[config.mk]
export PLATFORM = sky130hd
export DESIGN_NAME = mec_ctrl
export DESIGN_NICKNAME = d
export VERILOG_FILES = /design/src/rtl/core/mec_pkg.sv /design/src/rtl/core/mec_ctrl.sv
export SDC_FILE = /design/constraint.sdc
export NUM_CORES = 1
export LEC_CHECK = 0
export BUFFER_PORTS_ARGS = -buffer_cell sky130_fd_sc_hd__clkbuf_2
export CAP_MARGIN = 20
export CORE_MARGIN = 1.5
export CORE_UTILIZATION = 55
export DETAILED_ROUTE_END_ITERATION = 6
export PLACE_DENSITY = 0.78
export SYNTH_ARGS = -nofsm -noshare
export SYNTH_HDL_FRONTEND = slang
export SYNTH_SLANG_ARGS = --single-unit
[constraint.sdc]
create_clock -name clk -period 3.8 [get_ports clk]
set_clock_uncertainty 0.15 [all_clocks]
set_input_delay 0.38 -clock clk [delete_from_list [all_inputs] [get_ports clk]]
set_output_delay 0.38 -clock clk [all_outputs]
set_load 0.02 [all_outputs]
[src/rtl/core/mec_pkg.sv]
// Shared types, fixed-point constants and helpers for the escape-time core.
package mec_pkg;

  // Q4.28 signed arithmetic; the step registers use the same 28-bit grid
  localparam int FRAC_BITS = 28;
  localparam int STEP_FRAC = 28;
  localparam int QW        = FRAC_BITS + 4;
  localparam int SW        = QW + 4;
  localparam int PW        = 2 * QW;

  localparam int IDX_W     = 12;
  localparam int ITER_W    = 25;
  localparam int STEP_W    = 30;
  localparam int CFG_W     = 30;
  localparam int CFG_IDX_W = 2;

  typedef logic signed [QW-1:0]  q_t;
  typedef logic signed [SW-1:0]  wide_t;
  typedef logic signed [PW-1:0]  prod_t;
  typedef logic [ITER_W-1:0]     iter_t;
  typedef logic [STEP_W-1:0]     step_t;
  typedef logic [CFG_IDX_W-1:0]  cfg_idx_t;

  localparam cfg_idx_t CFG_MAX_ITER = cfg_idx_t'(0);
  localparam cfg_idx_t CFG_STEP_X   = cfg_idx_t'(1);
  localparam cfg_idx_t CFG_STEP_Y   = cfg_idx_t'(2);

  localparam iter_t MAX_ITER_RST = iter_t'(524288);
  localparam step_t STEP_RST     = step_t'(1008054);

  localparam longint ONE_L = longint'(1) << FRAC_BITS;

  localparam q_t Q_MAX     = {1'b0, {(QW-1){1'b1}}};
  localparam q_t Q_MIN     = {1'b1, {(QW-1){1'b0}}};
  localparam q_t Q_ONE     = q_t'(ONE_L);
  localparam q_t Q_QUARTER = q_t'(ONE_L >>> 2);
  localparam q_t Q_HALF    = q_t'(ONE_L >>> 1);
  localparam q_t Q_NEG_3Q  = q_t'(-((3 * ONE_L) >>> 2));
  localparam q_t Q_R16     = q_t'(ONE_L >>> 4);
  localparam q_t Q_LIMIT4  = q_t'(ONE_L <<< 2);
  localparam q_t Q_OFF_RE  = q_t'(-2 * ONE_L);
  localparam q_t Q_OFF_IM  = q_t'(-((9 * ONE_L) >>> 3));

  // index*step is clamped to 16.0
  localparam prod_t P_CAP = prod_t'(longint'(16) << STEP_FRAC);

  typedef enum logic [3:0] {
    S_IDLE,
    S_COORD_MUL,
    S_COORD_ADD,
    S_OFFSETS,
    S_PRE_MUL,
    S_PRE_SUM,
    S_CARD_Q,
    S_CARD_QX,
    S_CARD_MUL,
    S_CARD_CMP,
    S_IT_MUL,
    S_IT_ADD
  } ctl_state_t;

  typedef enum logic [3:0] {
    OP_NONE,
    OP_LOAD,
    OP_COORD_MUL,
    OP_COORD_ADD,
    OP_OFFSETS,
    OP_PRE_MUL,
    OP_PRE_SUM,
    OP_CARD_Q,
    OP_CARD_QX,
    OP_CARD_MUL,
    OP_CARD_CMP,
    OP_IT_MUL,
    OP_IT_ADD
  } dp_op_t;

  typedef struct packed {
    dp_op_t op;
  } dp_cmd_t;

  typedef struct packed {
    logic caught;
    logic escaped;
  } dp_status_t;

  function automatic wide_t sx(input q_t x);
    return {{(SW-QW){x[QW-1]}}, x};
  endfunction

  function automatic q_t sat_q(input wide_t v);
    logic [SW-QW:0] hi_bits;
    q_t             res;
    hi_bits = v[SW-1:QW-1];
    if ((hi_bits == '0) || (hi_bits == '1)) begin
      res = v[QW-1:0];
    end else if (v[SW-1]) begin
      res = Q_MIN;
    end else begin
      res = Q_MAX;
    end
    return res;
  endfunction

  // floor(a*b / 2^F), saturated
  function automatic q_t mul_q(input prod_t p);
    prod_t sh;
    sh = p >>> FRAC_BITS;
    return sat_q(sh[SW-1:0]);
  endfunction

endpackage

[src/rtl/core/mec_ctrl.sv]
// Controller: sequences pre-checks and iterations, counts and registers the result.
module mec_ctrl (
  input  logic                clk,
  input  logic                rst_n,
  input  logic                start,
  output logic                busy,
  input  mec_pkg::iter_t      max_iter,
  input  mec_pkg::dp_status_t status,
  output mec_pkg::dp_cmd_t    cmd,
  output logic                out_valid,
  output mec_pkg::iter_t      out_count
);
  import mec_pkg::*;

  ctl_state_t state_r, state_nxt;
  iter_t      n_r, n_nxt;
  iter_t      n_inc;
  logic       out_valid_r, out_valid_nxt;
  iter_t      out_count_r, out_count_nxt;
  logic       last_iter;

  assign n_inc     = n_r + iter_t'(1);
  assign last_iter = (n_inc == max_iter);

  always_comb begin
    state_nxt = state_r;
    unique case (state_r)
      S_IDLE:      if (start) state_nxt = S_COORD_MUL;
      S_COORD_MUL: state_nxt = S_COORD_ADD;
      S_COORD_ADD: state_nxt = S_OFFSETS;
      S_OFFSETS:   state_nxt = S_PRE_MUL;
      S_PRE_MUL:   state_nxt = S_PRE_SUM;
      S_PRE_SUM:   state_nxt = S_CARD_Q;
      S_CARD_Q:    state_nxt = S_CARD_QX;
      S_CARD_QX:   state_nxt = S_CARD_MUL;
      S_CARD_MUL:  state_nxt = S_CARD_CMP;
      S_CARD_CMP: begin
        if (status.caught || (max_iter == '0)) state_nxt = S_IDLE;
        else                                   state_nxt = S_IT_MUL;
      end
      S_IT_MUL:    state_nxt = S_IT_ADD;
      S_IT_ADD: begin
        if (status.escaped || last_iter) state_nxt = S_IDLE;
        else                             state_nxt = S_IT_MUL;
      end
      default:     state_nxt = S_IDLE;
    endcase
  end

  always_comb begin
    cmd.op        = OP_NONE;
    n_nxt         = n_r;
    out_valid_nxt = 1'b0;
    out_count_nxt = out_count_r;
    unique case (state_r)
      S_IDLE:      if (start) cmd.op = OP_LOAD;
      S_COORD_MUL: cmd.op = OP_COORD_MUL;
      S_COORD_ADD: cmd.op = OP_COORD_ADD;
      S_OFFSETS:   cmd.op = OP_OFFSETS;
      S_PRE_MUL:   cmd.op = OP_PRE_MUL;
      S_PRE_SUM:   cmd.op = OP_PRE_SUM;
      S_CARD_Q:    cmd.op = OP_CARD_Q;
      S_CARD_QX:   cmd.op = OP_CARD_QX;
      S_CARD_MUL:  cmd.op = OP_CARD_MUL;
      S_CARD_CMP: begin
        cmd.op = OP_CARD_CMP;
        n_nxt  = '0;
        if (status.caught) begin
          out_valid_nxt = 1'b1;
          out_count_nxt = max_iter;
        end else if (max_iter == '0) begin
          out_valid_nxt = 1'b1;
          out_count_nxt = '0;
        end
      end
      S_IT_MUL:    cmd.op = OP_IT_MUL;
      S_IT_ADD: begin
        cmd.op = OP_IT_ADD;
        n_nxt  = n_inc;
        if (status.escaped) begin
          out_valid_nxt = 1'b1;
          out_count_nxt = n_r;
        end else if (last_iter) begin
          out_valid_nxt = 1'b1;
          out_count_nxt = n_inc;
        end
      end
      default: ;
    endcase
  end

  always_ff @(posedge clk) begin
    if (!rst_n) begin
      state_r     <= S_IDLE;
      n_r         <= '0;
      out_valid_r <= 1'b0;
    end else begin
      state_r     <= state_nxt;
      n_r         <= n_nxt;
      out_valid_r <= out_valid_nxt;
    end
  end

  always_ff @(posedge clk) begin
    out_count_r <= out_count_nxt;
  end

  assign busy      = (state_r != S_IDLE);
  assign out_valid = out_valid_r;
  assign out_count = out_count_r;

`ifndef NO_ASSERTIONS
  a_strobe_single: assert property (@(posedge clk) disable iff (!rst_n)
    out_valid_r |=> !out_valid_r)
    else $error("result strobe held for more than one cycle");

  a_strobe_idle: assert property (@(posedge clk) disable iff (!rst_n)
    out_valid_r |-> (state_r == S_IDLE))
    else $error("result beat while still working");

  a_strobe_source: assert property (@(posedge clk) disable iff (!rst_n)
    out_valid_r |-> ($past(state_r) == S_CARD_CMP || $past(state_r) == S_IT_ADD))
    else $error("result beat from a non-deciding state");
`endif

endmodule

# Word-level counts from Yosys, hierarchy flattened
# Cells that the tools add are included.
[totals] word_cells=44 input_bits=30 reg_bits=55 output_inout_bits=31
[op_classes] n_eq_ne=15 n_mux=17 n_reduce_logical=7 n_addsub=1
[op_table] operator="$mux W25" count=4
[op_table] operator="$pmux W25 S2" count=2
[op_table] operator="$pmux W4 S12" count=2
[op_table] operator="$add A25 B1 Y25 const B" count=1
[op_table] operator="$eq A25 B25 Y1" count=1
[op_table] operator="$logic_not A25 Y1" count=1
[op_table] operator="$eq A4 B3 Y1 const B" count=4
[op_table] operator="$eq A4 B4 Y1 const B" count=4
[op_table] operator="$mux W4" count=3
[op_table] operator="$eq A4 B2 Y1 const B" count=2
[op_table] operator="$ne A3 B3 Y1 const B" count=2
[op_table] operator="$mux W1" count=5
[op_table] operator="$eq A4 B1 Y1 const B" count=1
[op_table] operator="$logic_not A4 Y1" count=1
[op_table] operator="$reduce_bool A4 Y1" count=1
[op_table] operator="$reduce_and A3 Y1" count=1
[op_table] operator="$logic_or A1 B1 Y1" count=2
[op_table] operator="$ne A2 B2 Y1 const B" count=1
[op_table] operator="$pmux W1 S2" count=1
[op_table] operator="$reduce_bool A2 Y1" count=1

# Longest topological paths before layout
# Gate-level depths: netlist of run 1.
[logic_depth] depth_word=5 ltp_mapped=9

# Worst setup path before layout of run 1
# OpenSTA, ideal clock, no wires.
[synth_path] path_type="register to register" from="register n_r[1]" to="register out_count_r[0], in the netlist out_count[0] (enable)" setup_ns=0.386 t_arrival_ns=2.812 setup_slack_ns=0.452 stages_incl_launch_ff=10 path_buffers=1 period_less_slack_ns=3.348 cell_sequence="dfxtp_1 -> ha_1 -> clkbuf_2 -> nand3_2 -> nor4_4 -> nand3_1 -> xnor2_1 -> nor3_1 -> o2111a_2 -> o31a_1"
[synth_via] elab_chain_len=4
[synth_rtl] element="start, declared" line_no="mec_ctrl.sv:16" text="iter_t n_r, n_nxt;"
[synth_rtl] element="start signal, assigned" line_no="mec_ctrl.sv:99" text="n_r <= n_nxt;"
[synth_rtl] element="$add A25 B1 Y25" line_no="mec_ctrl.sv:22" text="assign n_inc = n_r + iter_t'(1);"
[synth_rtl] element="$eq A25 B25 Y1" line_no="mec_ctrl.sv:23" text="assign last_iter = (n_inc == max_iter);"
[synth_rtl] element="$ne A3 B3 Y1 (no source line)"
[synth_rtl] element="$reduce_and A3 Y1 (no source line)"
[synth_rtl] element="end signal, assigned" line_no="mec_ctrl.sv:105" text="out_count_r <= out_count_nxt;"
[synth_rtl] element="end, declared" line_no="mec_ctrl.sv:19" text="iter_t out_count_r, out_count_nxt;"
# No other way between the ends.
# A chain may end at the register's enable or synchronous reset.

# Worst setup path in the final report of run 1
[layout_path] from="register n_r[0]" to="register out_count_r[10], in the netlist out_count[10] (enable)"
# The elaborated chain is that of the path after synthesis.

==> results of run 1 <==
[sequential cells by signal, summed over array words and instances, names as in the netlist]
signal	cells
n_r	25
out_count	25
out_valid	1
state_r	4
[logic make-up after synthesis]
kind of cell | count (synthesis)
AOI/OAI and AO/OA | 98
xor gates and xnor gates | 65
muxes | 3
and+or+nand+nor | 185
adders and majority gates | 1
buffers and inverters | 43
DFF | 55
[Yosys cell counts, types with 5 or more instances]
cell type,instances
xor2_1,17
nand3_1,39
nor4_1,6
nor2b_1,11
buf_6,6
a21o_1,7
dfxtp_1,30
nor2_1,39
a31oi_1,5
a21oi_1,11
clkbuf_1,18
o21ai_0,48
nor3_1,15
clkbuf_8,9
edfxtp_1,25
and3_1,5
a21boi_0,15
xnor2_1,48
or3_1,14
nand2_1,13
[final cells by class]
type | instances | area, um2 | share of cell area, %
sequential | 55 | 1350 | 31.8
multi-input combinational | 352 | 2350 | 55.3
tap | 96 | 120 | 2.83
timing repair buffer | 65 | 338 | 7.96
clock buffer | 5 | 68.8 | 1.62
inverter | 1 | 3.75 | 0.0884
clock inverter | 3 | 15.0 | 0.354
[metal layers]
layer,up-vias,wire (um)
li1,1671,-
met1,1511,4220
met2,144,3850
met3,11,690
met4,0,134
met5,-,0
[critical path: stages, from the launching register on]
cell and delay [ps]:
dfxtp_1 550, ha_1 360, nand3_2 210, nor4_4 560, nand3_1 250, xnor2_1 190
nor3_1 170, o2111a_2 270, o31a_1 170, buf_4 310
[through the flow]
step	power, mW	hold WS (ps)	util [%]	cells	setup slack (ps)
6_report	1.06	278	61.2	577	269
5_1_grt	1.10	285	61.2	577	17.3
4_1_cts	1.06	271	61.2	577	290
3_5_place_dp	0.756	405	59.9	569	341
3_3_place_gp	0.755	390	59.9	569	472
2_1_floorplan	0.714	358	-	450	452
[how the worst max path moves through the flow]
stage | from | to | depth (start not counted)
floorplan | n_r[1] | out_count[0] | 9
global placement | n_r[0] | out_count[9] | 9
detailed placement | n_r[0] | out_count[9] | 9
CTS | n_r[0] | out_count[9] | 9
global route | n_r[0] | out_count[5] | 9
finish | n_r[0] | out_count[10] | 9
[power by group]
part | switching (mW) | internal, mW | total, mW
Clock | 0.189 | 0.126 | 0.315
Sequential | 0.00735 | 0.620 | 0.627
Combinational | 0.0697 | 0.0477 | 0.117
Total | 0.266 | 0.793 | 1.06
==> out/results.tsv, run 1 <==
stage	metric	value	unit
route	via count	3337	
worst_hold_path	hold_sp	max_iter[17]	
logic_synthesis	adder-cell share of the synthesized area	0.312	%
clock_tree	clk sinks	55	
sta	Max Slew Vio Count	0	
worst_hold_path	worst hold endpoint	out_count[17]	
floorplanning	Horiz. Die Dim	88.5	um
logic_synthesis	sequential cell area fraction in the yosys report	33.6	%
sta	unrepaired setup endpoints after global routing	false	
grt	Global Route met3 Usage	3.36	%
placed_design	GP Congestion	0.973	
setup_path	data arrival time of the worst path	3370	ps
floorplanning	die height	88.5	um
clock_tree	CTS clk-pin slew, worst paths	100	ps
pwr	Pleak	1.53	nW
outcome	status	complete, no violations	
logic_synthesis	Async SR Flop Fraction	0	%
clock_tree	Max clock buf depth	2	
sta	setup violators final	0	
job	Max Cap Viol	0	
worst_hold_path	Hold Path Stages	3	
setup_path	crit path kind	reg -> reg	
grt	Top Usage Layer GRT	met2	
setup_path	worst reg2reg path depth	9	
clock_tree	H-tree Lvls	2	
setup_path	R2R Path End	out_count[10]	
floorplanning	Initial Utilization	57.8	%
logic_synthesis	Mapped Area	0.00402	mm2
floorplanning	core area	0.00694	mm2
setup_path	CP max FO	25	
layout	share of cells above drive strength 1	21.0	%
grt	grt met1 use	35.1	%
grt	global-route wire length before repair	14100	um
floorplanning	Ports	61	
layout	Net count, final	511	
route	Post-Route WL	8890	um
layout	filler cell count	599	
setup_path	crit path capture type	register	
placed_design	Buffers on Ports	60	
setup_path	critical path required time	3640	ps
logic_synthesis	Area contributors post-synth	edfxtp_1 (19%), dfxtp_1 (15%), xnor2_1 (10%)	
logic_synthesis	Synth Area in XOR/XNOR	14.2	%
floorplanning	# rows	30	
placed_design	DP HPWL	6470	um
route	vias per cell	5.78	
logic_synthesis	post-synthesis simple-gate area fraction	28.1	%
clock_tree	# hold bufs at CTS	0	
grt	M2 GR Usage	35.2	%
sta	fmax	283	MHz
logic_synthesis	mux cell area share after synthesis	0.872	%
route	Routed Antenna Nets	0	
logic_synthesis	area share of the largest cell type after synthesis	18.7	%
logic_synthesis	unique cell type count in the Yosys netlist	61	
setup_path	startpoint types	register	
logic_synthesis	synthesized instance count	450	
clock_tree	CTS Buf Count	5	
logic_synthesis	largest family of logic cells by synthesized area	simple AND/OR/NAND/NOR gates	
setup_path	reg2reg start	n_r[0]	
pwr	power per cell area	249	mW/mm2
logic_synthesis	Synth Flop Type	dfxtp_1	
placed_design	Placed Instance Area	0.00416	mm2
clock_tree	Post-CTS Setup Bufs	0	
logic_synthesis	Post-Syn Area per Cell	8.93	um2
sta	setup TNS	0	ps
grt	number of global-route vias before repair	2748	
route	DRC	0	
clock_tree	Clock Latency Late Sink	310	ps
worst_hold_path	worst hold path class	in -> reg	
logic_synthesis	Post-synth EDFFs	25	
clock_tree	Root Driver	clkbuf_8	
logic_synthesis	yosys warns	0	
sta	Hold Vio Cnt, Final	0	
sta	fin crit share	92.9	%
route	Routed WL per cell	15.4	um
logic_synthesis	Seq cells post-synth	55	
layout	area delta synth->final	5.73	%
layout	most common cell after layout, fill and taps aside	clkbuf_2	
grt	pin count of the biggest net entering global routing	46	
clock_tree	CTS tree	yes	
route	Iter 0 DRT Violations	389	
pwr	maximum vdd drop	0.000185	V
layout	most frequent cells in the layout	clkbuf_2 (60), xnor2_1 (48), o21ai_0 (48)	
clock_tree	PostCTS Resize Cnt	0	
grt	initial antenna violation count	0	
layout	ant diodes	0	
logic_synthesis	cell taking the most area after synthesis	edfxtp_1	
sta	final worst path period need	3530	ps
logic_synthesis	Mapped Nets	481	
sta	Slew @ Worst Pin	676	ps
floorplanning	full die area	0.00782	mm2
sta	Slew headroom	54.9	%
layout	design area	0.00425	mm2
grt	total grt overflow	0	
grt	GRT Total Usage	23.4	%
setup_path	reg2reg setup slack	270	ps
route	TritonRoute pass-1 iters	5	
logic_synthesis	Synth Area in Compound Gates	15.0	%
Power figures use the tool's default switching activity.
==> run 2, diff against run 1 <==
--- a/config.mk
+++ b/config.mk
@@ -5,6 +5,7 @@
 export SDC_FILE = /design/constraint.sdc
 export NUM_CORES = 1
 export LEC_CHECK = 0
+export ABC_AREA = 1
 export BUFFER_PORTS_ARGS = -buffer_cell sky130_fd_sc_hd__clkbuf_2
 export CAP_MARGIN = 20
 export CORE_MARGIN = 1.5
==> out/results.tsv, run 2 <==
stage	metric	value	unit
layout	share of cells above drive strength 1	14.4	%
outcome	status	complete, no violations	
placed_design	DP HPWL	7940	um
logic_synthesis	Post-Syn Area per Cell	6.54	um2
grt	total grt overflow	0	
pwr	maximum vdd drop	0.000173	V
route	Post-Route WL	10900	um
floorplanning	Initial Utilization	56.8	%
route	via count	4132	
logic_synthesis	Seq cells post-synth	55	
clock_tree	clk sinks	55	
grt	number of global-route vias before repair	3845	
setup_path	R2R Path End	out_count[12]	
setup_path	reg2reg start	n_r[0]	
layout	Finished Layout Cells	740	
placed_design	Buffers on Ports	60	
logic_synthesis	most frequent cell after synthesis	nand2_1	
layout	most common cell after layout, fill and taps aside	nand2_1	
logic_synthesis	Area contributors post-synth	edfxtp_1 (19%), nand2_1 (18%), dfxtp_1 (16%)	
sta	final worst path period need	3140	ps
sta	Slew @ Worst Pin	958	ps
route	vias per cell	5.58	
sta	Slew headroom	35.7	%
grt	global-route wire length before repair	18000	um
setup_path	critical path required time	3680	ps
setup_path	worst reg2reg path depth	18	
floorplanning	full die area	0.00753	mm2
sta	setup ws final	658	ps
setup_path	crit path kind	reg -> reg	
worst_hold_path	worst hold path class	in -> reg	
sta	Max Slew Vio Count	0	
layout	ant diodes	0	
setup_path	data arrival time of the worst path	3020	ps
sta	fmax	318	MHz
clock_tree	Clock Latency Late Sink	320	ps
clock_tree	# hold bufs at CTS	0	
logic_synthesis	unique cell type count in the Yosys netlist	33	
grt	initial antenna violation count	0	
worst_hold_path	Hold Path Stages	3	
job	Max Cap Viol	0	
route	Routed Antenna Nets	0	
logic_synthesis	Mapped Area	0.00386	mm2
logic_synthesis	area share of the largest cell type after synthesis	19.4	%
logic_synthesis	cell taking the most area after synthesis	edfxtp_1	
setup_path	startpoint types	register	
worst_hold_path	worst hold endpoint	state_r[1]	
logic_synthesis	Synth Flop Type	dfxtp_1	
clock_tree	Root Driver	clkbuf_8	
logic_synthesis	Mapped Nets	621	
logic_synthesis	Async SR Flop Fraction	0	%
route	Iter 0 DRT Violations	485	
floorplanning	core area	0.00679	mm2
setup_path	reg2reg setup slack	660	ps
route	Routed WL per cell	14.7	um
floorplanning	Horiz. Die Dim	86.8	um
pwr	power per cell area	249	mW/mm2
clock_tree	Post-CTS Setup Bufs	0	
logic_synthesis	yosys warns	0	
layout	Net count, final	674	
logic_synthesis	sequential cell area fraction in the yosys report	35.0	%
setup_path	crit path capture type	register	
sta	setup TNS	0	ps
floorplanning	die height	86.8	um
layout	area delta synth->final	12.6	%
worst_hold_path	hold_sp	rst_n	
logic_synthesis	ranking of synthesized cells by instance count	nand2_1 (188), inv_1 (76), nand3_1 (61)	
placed_design	Placed Cells	732	
route	TritonRoute pass-1 iters	5	
route	DRC	0	
layout	Finished Core Util	64.0	%
logic_synthesis	Post-synth EDFFs	25	
layout	most frequent cells in the layout	nand2_1 (188), inv_1 (76), nand3_1 (61)	
placed_design	GP Congestion	0.924	
sta	fin crit share	82.7	%
clock_tree	H-tree Lvls	2	
sta	unrepaired setup endpoints after global routing	false	
grt	GRT Total Usage	30.5	%
sta	setup violators final	0	
pwr	PnR Total Power	1.08	mW
grt	pin count of the biggest net entering global routing	46	
clock_tree	CTS Buf Count	5	
clock_tree	CTS clk-pin slew, worst paths	100	ps
setup_path	CP max FO	18	
sta	Hold Vio Cnt, Final	0	
clock_tree	CTS tree	yes	
pwr	Pleak	1.93	nW
clock_tree	PostCTS Resize Cnt	0	
floorplanning	# rows	30	
logic_synthesis	synthesized instance count	590	
floorplanning	Ports	61	
placed_design	Placement Setup Slack	697	ps
clock_tree	Max clock buf depth	2	
-- run 2: cell types whose count changed after synthesis, moves of 9 or more --
cell | previous run | this run
nand2_1 | 13 | 188
inv_1 | 1 | 76
xnor2_1 | 48 | 1
a21oi_1 | 11 | 45
nand3_1 | 39 | 61
o21ai_0 | 48 | 31
o31ai_1 | 0 | 17
a21boi_0 | 15 | 0
nor3_1 | 15 | 1
or3_1 | 14 | 0
xor2_1 | 17 | 5
nor2b_1 | 11 | 0
clkbuf_8 | 9 | 0
-- run 2: layout make-up --
cell class | count | area (um2)
Multi-Input combinational cell | 438 | 2150
Sequential cell | 55 | 1350
Timing Repair Buffer | 64 | 343
Clock inverter | 2 | 12.5
Clock buffer | 6 | 72.6
Fill cell | 630 | 2450
Tap cell | 96 | 120
Inverter | 79 | 297
-- run 2: kinds of logic after synthesis --
logic type / share of synthesized area, %
and+or+nand+nor: 37.7
AOI/OAI and AO/OA: 14.4
buffers and inverters: 9.46
DFF: 35.0
xor gates and xnor gates: 3.11
adders and majority gates: 0.324
-- run 2: worst max-delay path, cell delays in order, from the launching register on --
cell and delay [ps]:
dfxtp_1 450, ha_1 290, nand2_4 100, nor2_8 200, nand2_2 70, nor2_1 210
nand2_1 80, nand2_1 80, nand2_1 80, nand2_1 60, nand2_1 60, nor2_1 100
nand2_1 60, nor2_1 80, nand2_1 90, nand2_1 80, nand2_2 60, nand2_1 320
buf_12 230
-- run 2: worst max-delay path by stage --
stage	endpoint	startpoint	slack, ps	cells past startpoint
after floorplan	out_count[0]	n_r[0]	940	17
after global placement	out_count[15]	n_r[0]	780	16
after detailed placement	out_count[11]	n_r[0]	700	18
after CTS	out_count[20]	n_r[0]	670	18
after global routing	out_count[20]	n_r[0]	270	18
final	out_count[12]	n_r[0]	660	18
-- run 2: per-layer routing --
| layer | GRT usage (%) | up-vias | share of wire (%) |
|---|---|---|---|
| met2 | 47.2 | 204 | 45 |
| met4 | 13.6 | 0 | 4.0 |
| met3 | 4.19 | 35 | 7.6 |
| met5 | 0 | - | 0 |
| met1 | 42.4 | 1847 | 44 |
| li1 | - | 2046 | - |
-- run 2: power breakdown --
part / switching [mW] / internal [mW] / leakage, nW
logic: 0.0844 / 0.0463 / 1.42
clock network: 0.199 / 0.130 / 0.0412
registers: 0.00343 / 0.621 / 0.470
total: 0.287 / 0.796 / 1.93
-- run 2: metrics by stage --
step,hold slack (ps),cell area (um2)
after floorplan,309,3860
after global placement,323,4260
after detailed placement,327,4260
after CTS,167,4350
after global routing,174,4350
final,166,4350
==> run 3, diff against run 2 <==
--- a/config.mk
+++ b/config.mk
@@ -9,9 +9,9 @@
 export BUFFER_PORTS_ARGS = -buffer_cell sky130_fd_sc_hd__clkbuf_2
 export CAP_MARGIN = 20
 export CORE_MARGIN = 1.5
-export CORE_UTILIZATION = 55
+export CORE_UTILIZATION = 52
 export DETAILED_ROUTE_END_ITERATION = 6
-export PLACE_DENSITY = 0.78
+export PLACE_DENSITY = 0.77
 export SYNTH_ARGS = -nofsm -noshare
 export SYNTH_HDL_FRONTEND = slang
 export SYNTH_SLANG_ARGS = --single-unit
==> constraint.sdc (replaced) <==
create_clock -name clk -period 2.5 [get_ports clk]
set_clock_uncertainty 0.15 [all_clocks]
set_input_delay 0.25 -clock clk [delete_from_list [all_inputs] [get_ports clk]]
set_output_delay 0.25 -clock clk [all_outputs]
set_load 0.02 [all_outputs]
==> out/results.tsv, run 3 (same netlist as run 2, synthesis figures left out) <==
stage	metric	value	unit
worst_hold_path	worst hold path class	in -> reg	
layout	Finished Core Util	69.9	%
pwr	power per cell area	325	mW/mm2
sta	fmax	392	MHz
layout	filler cell count	634	
route	Routed Antenna Nets	0	
sta	Hold Vio Cnt, Final	0	
setup_path	crit path kind	reg -> reg	
sta	Slew headroom	37.9	%
setup_path	Worst path top cell family by delay	simple AND/OR/NAND/NOR gates	
floorplanning	Ports	61	
worst_hold_path	worst hold endpoint	state_r[1]	
grt	pin count of the biggest net entering global routing	35	
setup_path	reg2reg setup slack	-50	ps
clock_tree	CTS clk-pin slew, worst paths	90	ps
pwr	Pleak	2.29	nW
placed_design	DP HPWL	8470	um
route	vias per cell	5.60	
clock_tree	Root Driver	clkbuf_8	
setup_path	critical-path cell list	buf_6 -> inv_2 -> nor2_4 -> nand2_2 -> nor2_4 -> nand2_1 -> nand2_1 -> nand2_2 -> xor2_1 -> nand2_1 -> nor2_1 -> nand2_1 -> nand2_1 -> nand2_2 -> nand2_4 -> buf_12	
sta	final hold slack	46.5	ps
clock_tree	# hold bufs at CTS	0	
layout	ant diodes	0	
clock_tree	Clock Latency Late Sink	310	ps
grt	initial antenna violation count	0	
worst_hold_path	Hold Path Stages	3	
sta	setup ws final	-50.4	ps
sta	Max Slew Vio Count	0	
outcome	status	complete, but fails checks	
placed_design	Placement Setup Slack	-118	ps
floorplanning	full die area	0.00795	mm2
grt	total grt overflow	0	
clock_tree	CTS Buf Count	5	
placed_design	Placed Instance Area	0.00467	mm2
worst_hold_path	hold_sp	rst_n	
setup_path	CP max FO	8	
setup_path	Crit-path slowest cell	dfxtp_4	
sta	Slew @ Worst Pin	931	ps
pwr	maximum vdd drop	0.000214	V
route	via count	4504	
floorplanning	Initial Utilization	53.5	%
floorplanning	die height	89.2	um
setup_path	data arrival time of the worst path	2430	ps
layout	most common cell after layout, fill and taps aside	nand2_1	
floorplanning	core area	0.00721	mm2
sta	final worst path period need	2550	ps
outcome	violated checks	setup timing	
layout	most frequent cells in the layout	nand2_1 (171), inv_1 (75), clkbuf_2 (60)	
setup_path	worst reg2reg path depth	16	
grt	global-route wire length before repair	19100	um
clock_tree	clk sinks	55	
layout	design area	0.00504	mm2
route	Routed WL per cell	15.3	um
route	Iter 0 DRT Violations	540	
route	Post-Route WL	12300	um
clock_tree	H-tree Lvls	2	
placed_design	Buffers on Ports	60	
placed_design	GP Congestion	0.938	
setup_path	most used cell, CP	nand2_1	
setup_path	slowest stage delay, CP	380	ps
grt	GRT Total Usage	31.2	%
grt	number of global-route vias before repair	4107	
setup_path	crit path capture type	register	
setup_path	critical path required time	2380	ps
job	Max Cap Viol	0	
sta	fin crit share	102	%
clock_tree	Max clock buf depth	2	
floorplanning	Horiz. Die Dim	89.2	um
sta	unrepaired setup endpoints after global routing	true	
setup_path	R2R Path End	out_count[24]	
setup_path	startpoint types	register	
sta	setup violators final	25	
floorplanning	# rows	31	
clock_tree	CTS tree	yes	
route	TritonRoute pass-1 iters	6	
setup_path	reg2reg start	n_r[0]	
layout	Net count, final	735	
route	DRC	0	
layout	share of cells above drive strength 1	28.4	%
layout	area delta synth->final	30.6	%
setup_path	Worst Path Buf+Inv	3	
-- run 3: layer usage --
| metal | vias up | routed length (um) | global-route usage [%] |
|---|---|---|---|
| met5 | - | 0 | 0 |
| met1 | 2002 | 4670 | 40.4 |
| li1 | 2168 | - | - |
| met4 | 0 | 536 | 11.0 |
| met3 | 51 | 1320 | 5.08 |
| met2 | 283 | 5750 | 52.6 |
-- run 3: area by class of cell --
| cell class | instances | area, um2 | area share, % |
|---|---|---|---|
| clock buffers | 6 | 72.6 | 1.44 |
| repair buffers | 125 | 861 | 17.1 |
| inverters | 79 | 297 | 5.88 |
| multi-input cells | 438 | 2310 | 45.8 |
| flip-flops and latches | 55 | 1370 | 27.2 |
| well taps | 99 | 124 | 2.46 |
| clock inverters | 2 | 8.76 | 0.174 |
-- run 3: where the power goes --
group | internal, mW | switching (mW)
Clock | 0.194 | 0.293
Combinational | 0.0728 | 0.132
Sequential | 0.940 | 0.00553
Total | 1.21 | 0.430
-- run 3: worst register-to-register path, cell delays in order (launching register included) --
cell,delay [ps]
dfxtp_4,380
buf_6,120
inv_2,50
nor2_4,190
nand2_2,110
nor2_4,190
nand2_1,80
nand2_1,90
nand2_2,60
xor2_1,160
nand2_1,90
nor2_1,100
nand2_1,70
nand2_1,70
nand2_2,70
nand2_4,140
buf_12,160
-- run 3: how the worst max path moves through the flow --
stage | startpoint | end | slack, ps | cells after the start
3_3_place_gp | n_r[2] | out_count[11] | -100 | 15
4_1_cts | n_r[0] | out_count[24] | -10 | 18
2_1_floorplan | n_r[0] | out_count[0] | 20 | 17
6_report | n_r[0] | out_count[24] | -50 | 16
5_1_grt | n_r[4] | out_count[24] | -220 | 17
3_5_place_dp | n_r[0] | out_count[8] | -120 | 18
-- run 3: through the flow --
step           total power [mW]  instances  TNS, ps
6_report                   1.64        804     -858
3_3_place_gp               1.17        785    -2090
2_1_floorplan              1.09        590        0
5_1_grt                    1.70        804    -5130
4_1_cts                    1.64        801    -83.2
3_5_place_dp               1.17        785    -2560
-- run 3: repair_timing --
action,in CTS,in global routing
setup endpoints to repair,25,28
buffers inserted,7,3
gates resized for setup,28,35
endpoints found under the hold margin,0,0
pin swaps,14,21
gates cloned,1,0
